--- src/rtl/sdmb_pkg.sv ---
package sdmb_pkg;

    localparam int KeyW        = 32;
    localparam int HandleW     = 16;
    localparam int ActionW     = 2;
    localparam int StatusW     = 3;
    localparam int OccW        = 11;
    localparam int DupW        = 32;
    localparam int BucketBits  = 10;
    localparam int HandleWidth = 16;
    localparam int QueueDepth  = 2;

    localparam logic [ActionW-1:0] ActInsert = 2'd0;
    localparam logic [ActionW-1:0] ActFind   = 2'd1;
    localparam logic [ActionW-1:0] ActDelete = 2'd2;

    localparam logic [StatusW-1:0] StInserted  = 3'd0;
    localparam logic [StatusW-1:0] StCollision = 3'd1;
    localparam logic [StatusW-1:0] StDuplicate = 3'd2;
    localparam logic [StatusW-1:0] StFound     = 3'd3;
    localparam logic [StatusW-1:0] StNotFound  = 3'd4;
    localparam logic [StatusW-1:0] StDeleted   = 3'd5;

    typedef enum logic [1:0] {
        OP_INSERT,
        OP_FIND,
        OP_DELETE,
        OP_NONE
    } op_t;

    typedef enum logic [1:0] {
        BK_CLEAR,
        BK_IDLE,
        BK_EXEC
    } back_state_t;

    typedef struct packed {
        logic [ActionW-1:0] action;
        logic [KeyW-1:0]    seq_num;
        logic [HandleW-1:0] handle_in;
    } item_t;

    typedef struct packed {
        logic [StatusW-1:0] status;
        logic [HandleW-1:0] handle_out;
        logic [OccW-1:0]    occupancy;
        logic [DupW-1:0]    dup_count;
    } result_t;

    typedef struct packed {
        op_t                op;
        logic [KeyW-1:0]    key;
        logic [HandleW-1:0] handle;
    } op_item_t;

endpackage

--- src/rtl/sdmb_queue.sv ---
module sdmb_queue
    import sdmb_pkg::*;
#(
    parameter int DEPTH = QueueDepth
)
(
    input  logic     clk,
    input  logic     rst_n,
    input  logic     push,
    input  op_item_t push_item,
    output logic     push_ready,
    output logic     pop_valid,
    input  logic     pop,
    output op_item_t pop_item
);

    localparam int PtrW = (DEPTH > 1) ? $clog2(DEPTH) : 1;
    localparam int CntW = $clog2(DEPTH + 1);
    localparam logic [PtrW-1:0] LastPtr = PtrW'(DEPTH - 1);
    localparam logic [CntW-1:0] FullCnt = CntW'(DEPTH);

    op_item_t        slot_reg [DEPTH];
    logic [PtrW-1:0] wr_ptr_reg;
    logic [PtrW-1:0] wr_ptr_next;
    logic [PtrW-1:0] rd_ptr_reg;
    logic [PtrW-1:0] rd_ptr_next;
    logic [CntW-1:0] count_reg;
    logic [CntW-1:0] count_next;
    logic            do_push;
    logic            do_pop;

    assign push_ready = (count_reg != FullCnt);
    assign pop_valid  = (count_reg != '0);
    assign pop_item   = slot_reg[rd_ptr_reg];
    assign do_push    = push && push_ready;
    assign do_pop     = pop && pop_valid;

    always_comb
    begin
        wr_ptr_next = wr_ptr_reg;
        rd_ptr_next = rd_ptr_reg;
        count_next  = count_reg;
        if (do_push)
        begin
            wr_ptr_next = (wr_ptr_reg == LastPtr) ? '0 : wr_ptr_reg + 1'b1;
        end
        if (do_pop)
        begin
            rd_ptr_next = (rd_ptr_reg == LastPtr) ? '0 : rd_ptr_reg + 1'b1;
        end
        if (do_push && !do_pop)
        begin
            count_next = count_reg + 1'b1;
        end
        else if (do_pop && !do_push)
        begin
            count_next = count_reg - 1'b1;
        end
    end

    always_ff @(posedge clk or negedge rst_n)
    begin
        if (!rst_n)
        begin
            wr_ptr_reg <= '0;
            rd_ptr_reg <= '0;
            count_reg  <= '0;
        end
        else
        begin
            wr_ptr_reg <= wr_ptr_next;
            rd_ptr_reg <= rd_ptr_next;
            count_reg  <= count_next;
        end
    end

    always_ff @(posedge clk)
    begin
        if (do_push)
        begin
            slot_reg[wr_ptr_reg] <= push_item;
        end
    end

endmodule

--- config.mk ---
export PLATFORM = sky130hd
export DESIGN_NAME = sdmb_queue
export DESIGN_NICKNAME = d
export VERILOG_FILES = /design/src/rtl/sdmb_pkg.sv /design/src/rtl/sdmb_queue.sv
export SDC_FILE = /design/constraint.sdc
export NUM_CORES = 1
export LEC_CHECK = 0
export ABC_AREA = 0
export BUFFER_PORTS_ARGS = -buffer_cell sky130_fd_sc_hd__clkbuf_2
export CORE_ASPECT_RATIO = 0.8
export CORE_MARGIN = 10
export CORE_UTILIZATION = 56
export CTS_BUF_LIST = sky130_fd_sc_hd__clkbuf_16
export DETAILED_ROUTE_END_ITERATION = 8
export PLACE_DENSITY_LB_ADDON = 0.12
export SLEW_MARGIN = 20
export SYNTH_ARGS = -nofsm -noshare
export SYNTH_HDL_FRONTEND = slang
export SYNTH_SLANG_ARGS = --single-unit
--- constraint.sdc ---
create_clock -name clk -period 6.7 [get_ports clk]
set_input_delay 0.335 -clock clk [delete_from_list [all_inputs] [get_ports clk]]
set_output_delay 0.335 -clock clk [all_outputs]
set_load 0.1 [all_outputs]
==> flow_summary_export.csv <==
group,metric,value,unit
floorplanning,die_height,96.1,um
global_route,grt_pass1_vias,1986,
synth,synth_top_family_by_area,"multiplexers",
setup_path,cp_data_required_time,6360,ps
synth,syn-instance-count,174,
sta,rsz0062_at_grt,"no",
sta,report.final.slew_viol_count,0,
global_route,antenna_found_initial,0,
finish,n_antenna_cell,0,
synth,synth-compound-area-share,0,
setup_path,startpoint_type,"register",
setup_path,path_class,"reg -> out",
floorplanning,core,6960,um^2
finish,final_cell_mix,"clkbuf_2, edfxtp_1, mux2_4, clkbuf_16",
drt,ant_nets,0,
sta,tns,0,ps
cts,cts_buffers,9,
synth,synth_area_leader_cell,"edfxtp_1",
finish,largest_reg_flops,100,
sta,min_period,2540,ps
drt,post_drt_wl_per_cell,18.7,um
sta,fmax,0.394,GHz
place,dpl.hpwl,4870,um
setup_path,crit_fanout,51,
global_route,grt_pass1_wl,10700,um
sta,setup_violations,0,
sta,worst_pin_slew,968,ps
setup_path,critPathCaptureType,"primary output",
cts,tritoncts,"built",
floorplanning,initial_utilization,0.583,
synth,synth_top_cells_by_area,"edfxtp_1, mux2_4, buf_12",
cts,cts_root_buf,"clkbuf_16",
finish,syn2layout_area_growth,21.1,%
drt,routed_wl,7080,um
synth,muxShareOfSynthArea,0.184,
synth,synth_fa_ha_area_frac,0.00309,
cts,clk_latency,330,ps
global_route,grt_usage,0.127,
drt,drc_errors,0,
synth,ys_types,15,
sta,slew_headroom,0.355,
floorplanning,die_area,11100,um^2
synth,synth-simple-area-share,0.00833,
synth,synth_xor_area_frac,0.0108,
finish,drive_gt1_frac,0.603,
drt,drtIter0Drc,126,
cts,cts.sinks,104,
synth,netlist_area,4060,um^2
place,place_congestion,0.687,
finish,final_nets,342,
floorplanning,die-width,115,um
sta,finClkSkew,5.93,ps
cts,post_cts_buffers,0,
synth,synthDominantCellAreaShare,0.741,
global_route,grt_max_degree,52,
place,io_buffer_count,105,
synth,ys_warn_count,0,
drt,num_vias,1912,
drt,vias_per_cell,5.04,
synth,ys_seq_area_frac,0.765,
finish,final_common_cell,"clkbuf_2",
status,outcome,"finished clean",
synth,syn_nets,229,
floorplanning,fp-row-count,27,
run,drv_cap,0,
drt,dr.pass1.iters,4,
cts,path_clk_slew,70,ps
cts,cts_max_path_buffers,2,
synth,avgSynthCellArea,23.3,um^2
cts,h-tree-depth,3,
global_route,grt_overflow,0,
floorplanning,num_io_pins,106,
hold_path,hold_class,"in -> reg",
synth,ys_ff_latch,104,
sta,finalCritPeriodShare,0.379,
setup_path,arrival,2200,ps
sta,finalHoldViolCount,0,
[worst paths after layout]
check / end / cells past startpoint / from / slack (ps)
min in group asynchronous: wr_ptr_reg / 2 / rst_n / 330
max in group asynchronous: rd_ptr_reg / 2 / rst_n / 6220
min reg2reg: count_reg[1] / 1 / count_reg[1] / 510
max reg2reg: slot_reg[0][31] / 4 / count_reg[0] / 4590
max: pop_item[29] / 2 / rd_ptr_reg / 4160
min: slot_reg[0][28] / 1 / push_item[28] / 190
[through the flow]
stage / instances / hold slack [ps] / utilization / setup WS (ps) / area (um^2)
final: 379 / 185 / 0.706 / 4160 / 4910
after global routing: 379 / 167 / 0.706 / 4060 / 4910
after detailed placement: 362 / 148 / 0.662 / 4510 / 4610
after global placement: 362 / 148 / 0.662 / 4510 / 4610
after floorplan: 174 / 39.4 / - / 2660 / 4060
after CTS: 379 / 172 / 0.706 / 4130 / 4910
[final cells by class]
class                   instances  area [um^2]
inverters                       1         3.75
well taps                      87          109
flip-flops and latches        104         3110
multi-input cells              63          846
fillers                       472         2050
clock inverters                 7         70.1
clock buffers                   9          225
repair buffers                108          551
[Yosys cell counts, drive strengths merged]
master / count
edfxtp: 100
mux2: 50
buf: 6
dfrtp: 4
xnor2: 3
nand2: 2
nor2: 2
xor2: 2
and3: 1
ha: 1
inv: 1
nand2b: 1
or2: 1
[worst max-delay path, cell delays in order, from the launching register on]
cell,delay [ps]
dfrtp_4,1040
mux2_2,410
clkbuf_2,370
[per-layer routing]
| layer | up-vias | routed length, um | global-route usage |
|---|---|---|---|
| li1 | 904 | - | - |
| met1 | 936 | 3020 | 0.151 |
| met2 | 68 | 3510 | 0.206 |
| met3 | 4 | 512 | 0.0591 |
| met4 | 0 | 31 | 0.0340 |
| met5 | - | 0 | 0 |
[timing repair]
item	4_1_cts	5_1_grt
endpoints found under the hold margin	4	0
endpoints found under the setup margin	0	0
hold buffers	1	0
resized for setup	0	0
[cells by family after synthesis]
family,after synthesis
buffers and inverters,7
flip-flops,104
XOR/XNOR,5
adder cells (fa/ha/maj),1
AND/OR/NAND/NOR,7
multiplexers,50
Power is left out: the tool's default activity adds up to more than one toggle a clock period on the data nets, which glitch-free logic cannot reach.
